<file path="config.mk">
export PLATFORM = sky130hd
export DESIGN_NAME = sequence_ordered_reorder_buffer
export DESIGN_NICKNAME = d
export VERILOG_FILES = /design/src/hdl/sorb_pkg.sv /design/src/hdl/sequence_ordered_reorder_buffer.sv /design/src/hdl/sorb_front.sv /design/src/hdl/sorb_engine.sv
export SDC_FILE = /design/constraint.sdc
export NUM_CORES = 2
export LEC_CHECK = 0
export ABC_AREA = 1
export BUFFER_PORTS_ARGS = -buffer_cell sky130_fd_sc_hd__buf_4
export CORE_UTILIZATION = 45
export DETAILED_ROUTE_END_ITERATION = 10
export MAX_ROUTING_LAYER = met4
export PLACE_DENSITY_LB_ADDON = 0.2
export SYNTH_ARGS = -nofsm -noshare
export SYNTH_HDL_FRONTEND = slang
export SYNTH_SLANG_ARGS = --single-unit
</file>
<file path="constraint.sdc">
create_clock -name clk -period 6.72 [get_ports clk]
set_input_delay 0.336 -clock clk [delete_from_list [all_inputs] [get_ports clk]]
set_output_delay 0.336 -clock clk [all_outputs]
set_load 0.03 [all_outputs]
</file>
<file path="src/hdl/sorb_pkg.sv">
// Shared types and constants for the sequence-ordered reorder buffer
`timescale 1ns / 1ps
package sorb_pkg;

  localparam int SEQ_W            = 32;
  localparam int PORT_HANDLE_W    = 32;
  localparam int SIZE_W           = 16;
  localparam int CNT_W            = 5;
  localparam int S_TDATA_W        = 80;
  localparam int M_TDATA_W        = 88;
  localparam int DEF_CAPACITY     = 16;
  localparam int DEF_HANDLE_WIDTH = 32;

  localparam logic CMD_INSERT  = 1'b0;
  localparam logic CMD_POP     = 1'b1;
  localparam logic STATUS_OK   = 1'b0;
  localparam logic STATUS_FULL = 1'b1;

  typedef struct packed {
    logic                     is_pop;
    logic [SEQ_W-1:0]         seq;
    logic [PORT_HANDLE_W-1:0] handle;
    logic [SIZE_W-1:0]        size;
  } item_t;

endpackage

</file>
<file path="src/hdl/sequence_ordered_reorder_buffer.sv">
// Top level of the sequence-ordered reorder buffer
//
//  channel | signals                          | direction
//  s_      | tvalid tready tdata[79:0] tuser  | command in
//  m_      | tvalid tready tdata[87:0]        | result out
//
// Insert does one store read per step of the search and one read and write
// per moved entry; pop reads the head entry and, if others remain, the next.
// The store has one write and one read port, which sets this pacing.
// Reset clears the entry count and queue; store contents need no clearing.
// A result waits in the output register; the next command starts once it
// is transferred, while the input queue keeps taking up to two commands.
`timescale 1ns / 1ps
module sequence_ordered_reorder_buffer import sorb_pkg::*; #(
  parameter int CAPACITY     = DEF_CAPACITY,
  parameter int HANDLE_WIDTH = DEF_HANDLE_WIDTH
) (
  input  logic                 clk,
  input  logic                 rst,
  input  logic                 s_tvalid,
  output logic                 s_tready,
  // sequence_req[31:0], data_handle[63:32], data_size[79:64]
  input  logic [S_TDATA_W-1:0] s_tdata,
  // cmd
  input  logic                 s_tuser,
  output logic                 m_tvalid,
  input  logic                 m_tready,
  // status[0], popped_handle[32:1], popped_size[48:33], first_sequence[80:49],
  // is_empty[81], entry_count[86:82], zero[87]
  output logic [M_TDATA_W-1:0] m_tdata
);

  logic  q_valid;
  logic  q_ready;
  item_t q_item;

  sorb_front u_front (
    .clk      (clk),
    .rst      (rst),
    .s_tvalid (s_tvalid),
    .s_tready (s_tready),
    .s_tdata  (s_tdata),
    .s_tuser  (s_tuser),
    .q_valid  (q_valid),
    .q_item   (q_item),
    .q_ready  (q_ready)
  );

  sorb_engine #(
    .CAPACITY     (CAPACITY),
    .HANDLE_WIDTH (HANDLE_WIDTH)
  ) u_engine (
    .clk      (clk),
    .rst      (rst),
    .q_valid  (q_valid),
    .q_item   (q_item),
    .q_ready  (q_ready),
    .m_tvalid (m_tvalid),
    .m_tready (m_tready),
    .m_tdata  (m_tdata)
  );

endmodule

</file>
<file path="src/hdl/sorb_front.sv">
// Input queue: takes command transfers and classifies them for the engine
`timescale 1ns / 1ps
module sorb_front import sorb_pkg::*; (
  input  logic                 clk,
  input  logic                 rst,
  input  logic                 s_tvalid,
  output logic                 s_tready,
  input  logic [S_TDATA_W-1:0] s_tdata,
  input  logic                 s_tuser,
  output logic                 q_valid,
  output item_t                q_item,
  input  logic                 q_ready
);

  item_t      slots [2];
  logic       wr_ptr;
  logic       rd_ptr;
  logic [1:0] cnt;
  logic       push;
  logic       pull;
  item_t      in_item;

  always_comb begin
    in_item.is_pop = (s_tuser == CMD_POP);
    in_item.seq    = s_tdata[31:0];
    in_item.handle = s_tdata[63:32];
    in_item.size   = s_tdata[79:64];
  end

  assign s_tready = (cnt != 2'd2);
  assign q_valid  = (cnt != 2'd0);
  assign q_item   = slots[rd_ptr];
  assign push     = s_tvalid && s_tready;
  assign pull     = q_valid && q_ready;

  always_ff @(posedge clk) begin
    if (rst) begin
      wr_ptr <= 1'b0;
      rd_ptr <= 1'b0;
      cnt    <= 2'd0;
    end else begin
      if (push) wr_ptr <= ~wr_ptr;
      if (pull) rd_ptr <= ~rd_ptr;
      cnt <= cnt + {1'b0, push} - {1'b0, pull};
    end
    if (push) slots[wr_ptr] <= in_item;
  end

endmodule

</file>
<file path="src/hdl/sorb_engine.sv">
// Sorted store and its sequencer: search, shift, replace and pop
`timescale 1ns / 1ps
module sorb_engine import sorb_pkg::*; #(
  parameter int CAPACITY     = DEF_CAPACITY,
  parameter int HANDLE_WIDTH = DEF_HANDLE_WIDTH
) (
  input  logic                 clk,
  input  logic                 rst,
  input  logic                 q_valid,
  input  item_t                q_item,
  output logic                 q_ready,
  output logic                 m_tvalid,
  input  logic                 m_tready,
  output logic [M_TDATA_W-1:0] m_tdata
);

  localparam int IW = (CAPACITY > 1) ? $clog2(CAPACITY) : 1;
  localparam int OW = $clog2(CAPACITY + 1);
  localparam int HW = HANDLE_WIDTH;

  typedef enum logic [2:0] {
    IDLE, SEARCH, PLACE, SHIFT, WRITE, POP_HEAD, POP_NEXT
  } state_t;

  function automatic logic [IW-1:0] to_phys(input logic [IW-1:0] h, input logic [OW-1:0] l);
    logic [OW:0] s;
    s = (OW+1)'(h) + (OW+1)'(l);
    if (s >= (OW+1)'(CAPACITY)) s = s - (OW+1)'(CAPACITY);
    return s[IW-1:0];
  endfunction

  function automatic logic [HW-1:0] to_store(input logic [PORT_HANDLE_W-1:0] v);
    logic [HW+PORT_HANDLE_W-1:0] t;
    t = {{HW{1'b0}}, v};
    return t[HW-1:0];
  endfunction

  function automatic logic [PORT_HANDLE_W-1:0] to_port(input logic [HW-1:0] v);
    logic [HW+PORT_HANDLE_W-1:0] t;
    t = {{PORT_HANDLE_W{1'b0}}, v};
    return t[PORT_HANDLE_W-1:0];
  endfunction

  logic [SEQ_W-1:0]  key_mem    [CAPACITY];
  logic [HW-1:0]     handle_mem [CAPACITY];
  logic [SIZE_W-1:0] size_mem   [CAPACITY];
  logic [SEQ_W-1:0]  rd_key;
  logic [HW-1:0]     rd_handle;
  logic [SIZE_W-1:0] rd_size;

  state_t            state, state_next;
  logic [IW-1:0]     head, head_next;
  logic [OW-1:0]     occ, occ_next;
  logic [OW-1:0]     pos, pos_next;
  logic [OW-1:0]     j, j_next;
  logic [SEQ_W-1:0]  first_key, first_next;
  logic [HW-1:0]     ph, ph_next;
  logic [SIZE_W-1:0] ps, ps_next;
  item_t             cur, cur_next;
  logic              out_valid;

  logic [OW-1:0]     rd_lidx;
  logic              wr_en;
  logic [OW-1:0]     wr_lidx;
  logic [SEQ_W-1:0]  wr_key;
  logic [HW-1:0]     wr_handle;
  logic [SIZE_W-1:0] wr_size;
  logic              emit;
  logic              e_status;
  logic [HW-1:0]     e_handle;
  logic [SIZE_W-1:0] e_size;
  logic [OW+CNT_W-1:0] cnt_ext;

  logic                     o_status;
  logic [PORT_HANDLE_W-1:0] o_handle;
  logic [SIZE_W-1:0]        o_size;
  logic [SEQ_W-1:0]         o_first;
  logic                     o_empty;
  logic [CNT_W-1:0]         o_count;

  always_comb begin
    state_next = state;
    head_next  = head;
    occ_next   = occ;
    pos_next   = pos;
    j_next     = j;
    first_next = first_key;
    ph_next    = ph;
    ps_next    = ps;
    cur_next   = cur;
    q_ready    = 1'b0;
    rd_lidx    = '0;
    wr_en      = 1'b0;
    wr_lidx    = pos;
    wr_key     = cur.seq;
    wr_handle  = to_store(cur.handle);
    wr_size    = cur.size;
    emit       = 1'b0;
    e_status   = STATUS_OK;
    e_handle   = '0;
    e_size     = '0;
    unique case (state)
      IDLE: begin
        q_ready = !out_valid;
        if (q_valid && !out_valid) begin
          cur_next = q_item;
          if (q_item.is_pop) begin
            if (occ == '0) emit = 1'b1;
            else state_next = POP_HEAD;
          end else if (occ == '0) begin
            wr_en      = 1'b1;
            wr_lidx    = '0;
            wr_key     = q_item.seq;
            wr_handle  = to_store(q_item.handle);
            wr_size    = q_item.size;
            occ_next   = OW'(1);
            first_next = q_item.seq;
            emit       = 1'b1;
          end else begin
            pos_next   = '0;
            state_next = SEARCH;
          end
        end
      end
      SEARCH: begin
        if (rd_key == cur.seq) begin
          wr_en      = 1'b1;
          emit       = 1'b1;
          state_next = IDLE;
        end else if (rd_key > cur.seq) begin
          state_next = PLACE;
        end else if (pos + OW'(1) == occ) begin
          pos_next   = occ;
          state_next = PLACE;
        end else begin
          pos_next = pos + OW'(1);
          rd_lidx  = pos + OW'(1);
        end
      end
      PLACE: begin
        if (occ == OW'(CAPACITY)) begin
          e_status   = STATUS_FULL;
          emit       = 1'b1;
          state_next = IDLE;
        end else if (pos == occ) begin
          wr_en    = 1'b1;
          occ_next = occ + OW'(1);
          if (pos == '0) first_next = cur.seq;
          emit       = 1'b1;
          state_next = IDLE;
        end else begin
          rd_lidx    = occ - OW'(1);
          j_next     = occ;
          state_next = SHIFT;
        end
      end
      SHIFT: begin
        wr_en     = 1'b1;
        wr_lidx   = j;
        wr_key    = rd_key;
        wr_handle = rd_handle;
        wr_size   = rd_size;
        if (j - OW'(1) == pos) begin
          state_next = WRITE;
        end else begin
          rd_lidx = j - OW'(2);
          j_next  = j - OW'(1);
        end
      end
      WRITE: begin
        wr_en    = 1'b1;
        occ_next = occ + OW'(1);
        if (pos == '0) first_next = cur.seq;
        emit       = 1'b1;
        state_next = IDLE;
      end
      POP_HEAD: begin
        ph_next = rd_handle;
        ps_next = rd_size;
        if (occ == OW'(1)) begin
          occ_next   = '0;
          e_handle   = rd_handle;
          e_size     = rd_size;
          emit       = 1'b1;
          state_next = IDLE;
        end else begin
          rd_lidx    = OW'(1);
          state_next = POP_NEXT;
        end
      end
      POP_NEXT: begin
        first_next = rd_key;
        head_next  = to_phys(head, OW'(1));
        occ_next   = occ - OW'(1);
        e_handle   = ph;
        e_size     = ps;
        emit       = 1'b1;
        state_next = IDLE;
      end
      default: state_next = IDLE;
    endcase
  end

  always_ff @(posedge clk) begin
    if (wr_en) begin
      key_mem[to_phys(head, wr_lidx)]    <= wr_key;
      handle_mem[to_phys(head, wr_lidx)] <= wr_handle;
      size_mem[to_phys(head, wr_lidx)]   <= wr_size;
    end
    rd_key    <= key_mem[to_phys(head, rd_lidx)];
    rd_handle <= handle_mem[to_phys(head, rd_lidx)];
    rd_size   <= size_mem[to_phys(head, rd_lidx)];
  end

  assign cnt_ext = {{CNT_W{1'b0}}, occ_next};

  always_ff @(posedge clk) begin
    if (rst) begin
      state     <= IDLE;
      head      <= '0;
      occ       <= '0;
      out_valid <= 1'b0;
    end else begin
      state <= state_next;
      head  <= head_next;
      occ   <= occ_next;
      if (emit) out_valid <= 1'b1;
      else if (m_tready) out_valid <= 1'b0;
    end
    pos       <= pos_next;
    j         <= j_next;
    first_key <= first_next;
    ph        <= ph_next;
    ps        <= ps_next;
    cur       <= cur_next;
    if (emit) begin
      o_status <= e_status;
      o_handle <= to_port(e_handle);
      o_size   <= e_size;
      o_first  <= (occ_next == '0) ? '0 : first_next;
      o_empty  <= (occ_next == '0);
      o_count  <= cnt_ext[CNT_W-1:0];
    end
  end

  assign m_tvalid = out_valid;
  assign m_tdata  = {1'b0, o_count, o_empty, o_first, o_size, o_handle, o_status};

endmodule

</file>
==> impl_metrics.py <==
metrics = {
    "run_status": {
        "status": "complete, no violations",
    },
    "floorplan": {
        "die-height_um": 401,
        "core_area_mm2": 0.157,
        "pin_count": 175,
        "num_rows": 145,
        "die_w_um": 401,
        "die-area_mm2": 0.161,
        "initial_core_util_pct": 45.6,
    },
    "cells_and_area": {
        "n_fill_cell": 13054,
        "regArea_mm2": 0.0527,
        "area_delta_synth_final_pct": 15.5,
        "drive_gt1_share_pct": 12.3,
        "multiInputGateArea_mm2": 0.0167,
        "layout.cells.non_filler": 8002,
        "design_area_mm2": 0.0826,
        "final_nets": 5918,
    },
    "grt": {
        "antenna_found_initial": 5,
        "grt.overflow.total": 0,
        "grt_max_degree": 207,
        "grt_pass1_wl_um": 280000,
        "first_global_vias": 43143,
        "grt.total_usage_pct": 23.8,
    },
    "worst_setup_path": {
        "crit_type": "register to register",
        "r2r_slack_ns": 1.45,
        "endpoint": "u_engine.rd_key[6]$_DFF_P_",
        "r2r_cells": 21,
        "cp-startpoint": "u_engine.cur[73]$_DFFE_PP_",
        "crit_fanout": 80,
        "end_kind": "register",
        "r2r-start": "u_engine.cur[73]$_DFFE_PP_",
        "start_kind": "register",
        "required_ns": 7.45,
        "crit_arrival_ns": 5.99,
        "r2r-end": "u_engine.rd_key[6]$_DFF_P_",
    },
    "drt": {
        "top_layer_used": "met4",
        "drt_first_pass_iters": 6,
        "wl_per_cell_um": 23.6,
        "viasPerCell": 5.69,
        "drt-total-wl_um": 189000,
        "met3_length_um": 14200,
        "drc": 0,
        "drtIter0Drc": 5202,
        "met2WireLength_um": 86700,
        "dr_total_vias": 45535,
        "met1_length_um": 84700,
        "drtAntennaViolNets": 0,
    },
    "synth": {
        "synthFlopType": "edfxtp_1",
        "syn_avg_cell_area_um2": 12.8,
        "yosysTopAreaCell": "edfxtp_1",
        "synth.top_cell.area_share_pct": 70.0,
        "syn_inst": 5573,
        "ys_warn_count": 0,
        "ys_seq_area_share_pct": 73.6,
        "syn_area_mm2": 0.0715,
        "syn-num-nets": 5710,
        "ys_types": 55,
        "synth-seq-cells": 1797,
        "async_reset_ff_share_pct": 0,
        "synth_top_cells_by_area": "edfxtp_1 (70%), nand2_1 (6.3%), o21ai_0 (4.2%)",
        "synth-edff-count": 1667,
    },
    "timing": {
        "slew_headroom_pct": 6.51,
        "hold_viol": 0,
        "slew_violations": 0,
        "rsz0062_at_grt": "false",
        "period_share_pct": 78.4,
        "finalSetupViolCount": 0,
        "setup_tns_ns": 0,
        "timing.fmax_mhz": 190,
        "worstMarginPinSlew_ns": 1.40,
        "clock_skew_ns": 0.0490,
        "period_needed_ns": 5.27,
    },
    "power": {
        "p_int_uw": 26300,
        "p_clk_share_pct": 25.7,
        "swShare_pct": 36.0,
        "p_leak_uw": 0.0297,
        "p_seq_share_pct": 42.0,
        "p_per_area_mw_per_mm2": 498,
        "vdd_drop_max_mv": 0.393,
        "p_comb_share_pct": 32.2,
        "p_sw_uw": 14800,
    },
    "hold_path": {
        "hp-class": "input pin to register",
    },
    "clock_tree": {
        "post_cts_resized": 0,
        "clk_pin_slew_ns": 0.06,
        "clock_path_buffers": 3,
        "htreeDepth": 4,
        "clock-sinks": 1797,
        "cts_tree": "done",
        "clk_latency_ns": 0.84,
        "root_buffer": "clkbuf_16",
        "cts_buffers": 186,
    },
    "placed_design": {
        "placed_cell_area_mm2": 0.0754,
        "dp.cells": 7567,
        "place_hpwl_um": 97400,
        "routabilityCongestion": 0.855,
        "portBuffers": 173,
    },
    "run": {
        "cap_violations": 0,
    },
}
==> power by group through the flow <==
stage                     clock (uW)  sequential (uW)  combinational [uW]
final                          10600            17300               13300
after global routing           11200            17400               14500
after CTS                      10700            17300               13200
after detailed placement           0            17500               13200
after global placement             0            17500               13000
after floorplan                    0            17800                7940
==> Yosys cell counts (4+ instances only) <==
cell type,n
a21oi_1,214
a22oi_1,17
a32o_1,160
a32oi_1,9
buf_1,19
buf_2,51
buf_4,15
buf_6,9
clkbuf_1,251
dfxtp_1,130
edfxtp_1,1667
ha_1,50
inv_1,188
inv_2,23
mux2_2,74
nand2_1,1195
nand2_2,16
nand2_4,4
nand3_1,162
nand4_1,15
nor2_1,401
nor2_4,6
o211ai_1,69
o21ai_0,597
o21ai_1,6
o22ai_1,165
xnor2_1,4
xor2_1,11
==> cells in the final DEF (no fill, tap or decap), types with 22 or more instances in the layout <==
cell type,netlist,routed
clkbuf_16,0,188
dlygate4sd3_1,0,84
o22ai_1,165,165
clkinv_2,1,31
clkbuf_1,251,51
mux2_2,74,74
o211ai_1,69,69
nand3_1,162,162
buf_4,15,244
buf_12,0,37
nor2_4,6,24
dfxtp_1,130,129
inv_2,23,22
ha_1,50,49
nor2_1,401,383
o21ai_0,597,597
edfxtp_1,1667,1667
a21oi_1,214,214
a32o_1,160,160
nand2_1,1195,1193
inv_1,188,184
==> critical path: stages, from the launching register on <==
cell	delay (ns)
edfxtp_1	0.41
inv_1	0.06
ha_1	0.30
nand2_1	0.06
nand2_1	0.05
nand2_1	0.05
a21boi_0	0.07
nor2_1	0.40
nand2_1	0.09
nor2_1	0.20
nand3_1	0.20
o211ai_1	0.31
ha_4	0.20
fa_4	0.84
inv_8	0.51
buf_12	0.39
o21ai_0	0.17
o22ai_1	0.15
nand2_1	0.07
o21ai_0	0.09
nand3_1	0.10
nand2_1	0.30
==> worst min-delay path by stage <==
stage | from | to | cells past startpoint
after floorplan | rst | u_engine.occ[1]$_SDFF_PP0_ | 1
after global placement | u_engine.rd_size[2]$_DFF_P_ | u_engine.ps[2]$_DFFE_PP_ | 0
after detailed placement | u_engine.rd_size[2]$_DFF_P_ | u_engine.ps[2]$_DFFE_PP_ | 0
after CTS | s_tdata[51] | u_front.slots[0][35]$_DFFE_PP_ | 2
after global routing | s_tdata[51] | u_front.slots[1][35]$_DFFE_PP_ | 2
final | s_tdata[38] | u_front.slots[0][22]$_DFFE_PP_ | 2
==> area by class of cell <==
type | count | share of cell area [%]
Clock buffer | 259 | 6.26
Clock inverter | 90 | 1.41
Tap cell | 2058 | 3.12
Antenna cell | 2 | 0.00606
Timing Repair Buffer | 365 | 4.13
Multi-Input combinational cell | 3217 | 20.3
Sequential cell | 1797 | 63.8
Inverter | 214 | 1.00
==> per-stage QoR <==
step | utilization, % | setup WS [ns] | hold slack, ns | power [uW]
6_report | 52.6 | 1.45 | 0.226 | 41200
5_1_grt | 52.6 | 1.13 | 0.185 | 43100
4_1_cts | 52.6 | 1.47 | 0.159 | 41300
3_5_place_dp | 48.0 | 1.46 | 0.413 | 30600
3_3_place_gp | 48.0 | 1.54 | 0.409 | 30500
2_1_floorplan | - | 0.0260 | 0.405 | 25800
==> sequential cells by signal, indices dropped and copies added, names as in the netlist, 16 cells and up, named ones only <==
register             flops
u_engine.key_mem       512
u_engine.ps             16
u_engine.o_size         16
u_engine.handle_mem    512
u_engine.o_handle       32
u_engine.size_mem      256
u_engine.o_first        32
u_engine.cur            80
u_engine.rd_size        16
u_engine.ph             32
u_engine.rd_key         32
u_engine.rd_handle      32
u_front.slots          162
u_engine.first_key      32
==> kinds of logic after synthesis <==
logic type | synth area share (%)
compound gates | 10.6
flops | 73.6
buf+inv | 3.20
mux | 1.21
xor+xnor | 0.184
simple gates | 10.3
fa+ha+maj | 0.931
other cells | 0.00524
==> layer usage <==
metal  GRT usage, %  vias up
met4           5.51        0
li1               -    20709
met3           3.53      256
met5              -        -
met2           36.0     1759
met1           34.1    22811
==> repair_timing <==
item	4_1_cts	5_1_grt
buffers inserted	0	0
hold buffers	84	0
endpoints found under the hold margin	170	0
Power figures use the tool's default switching activity.
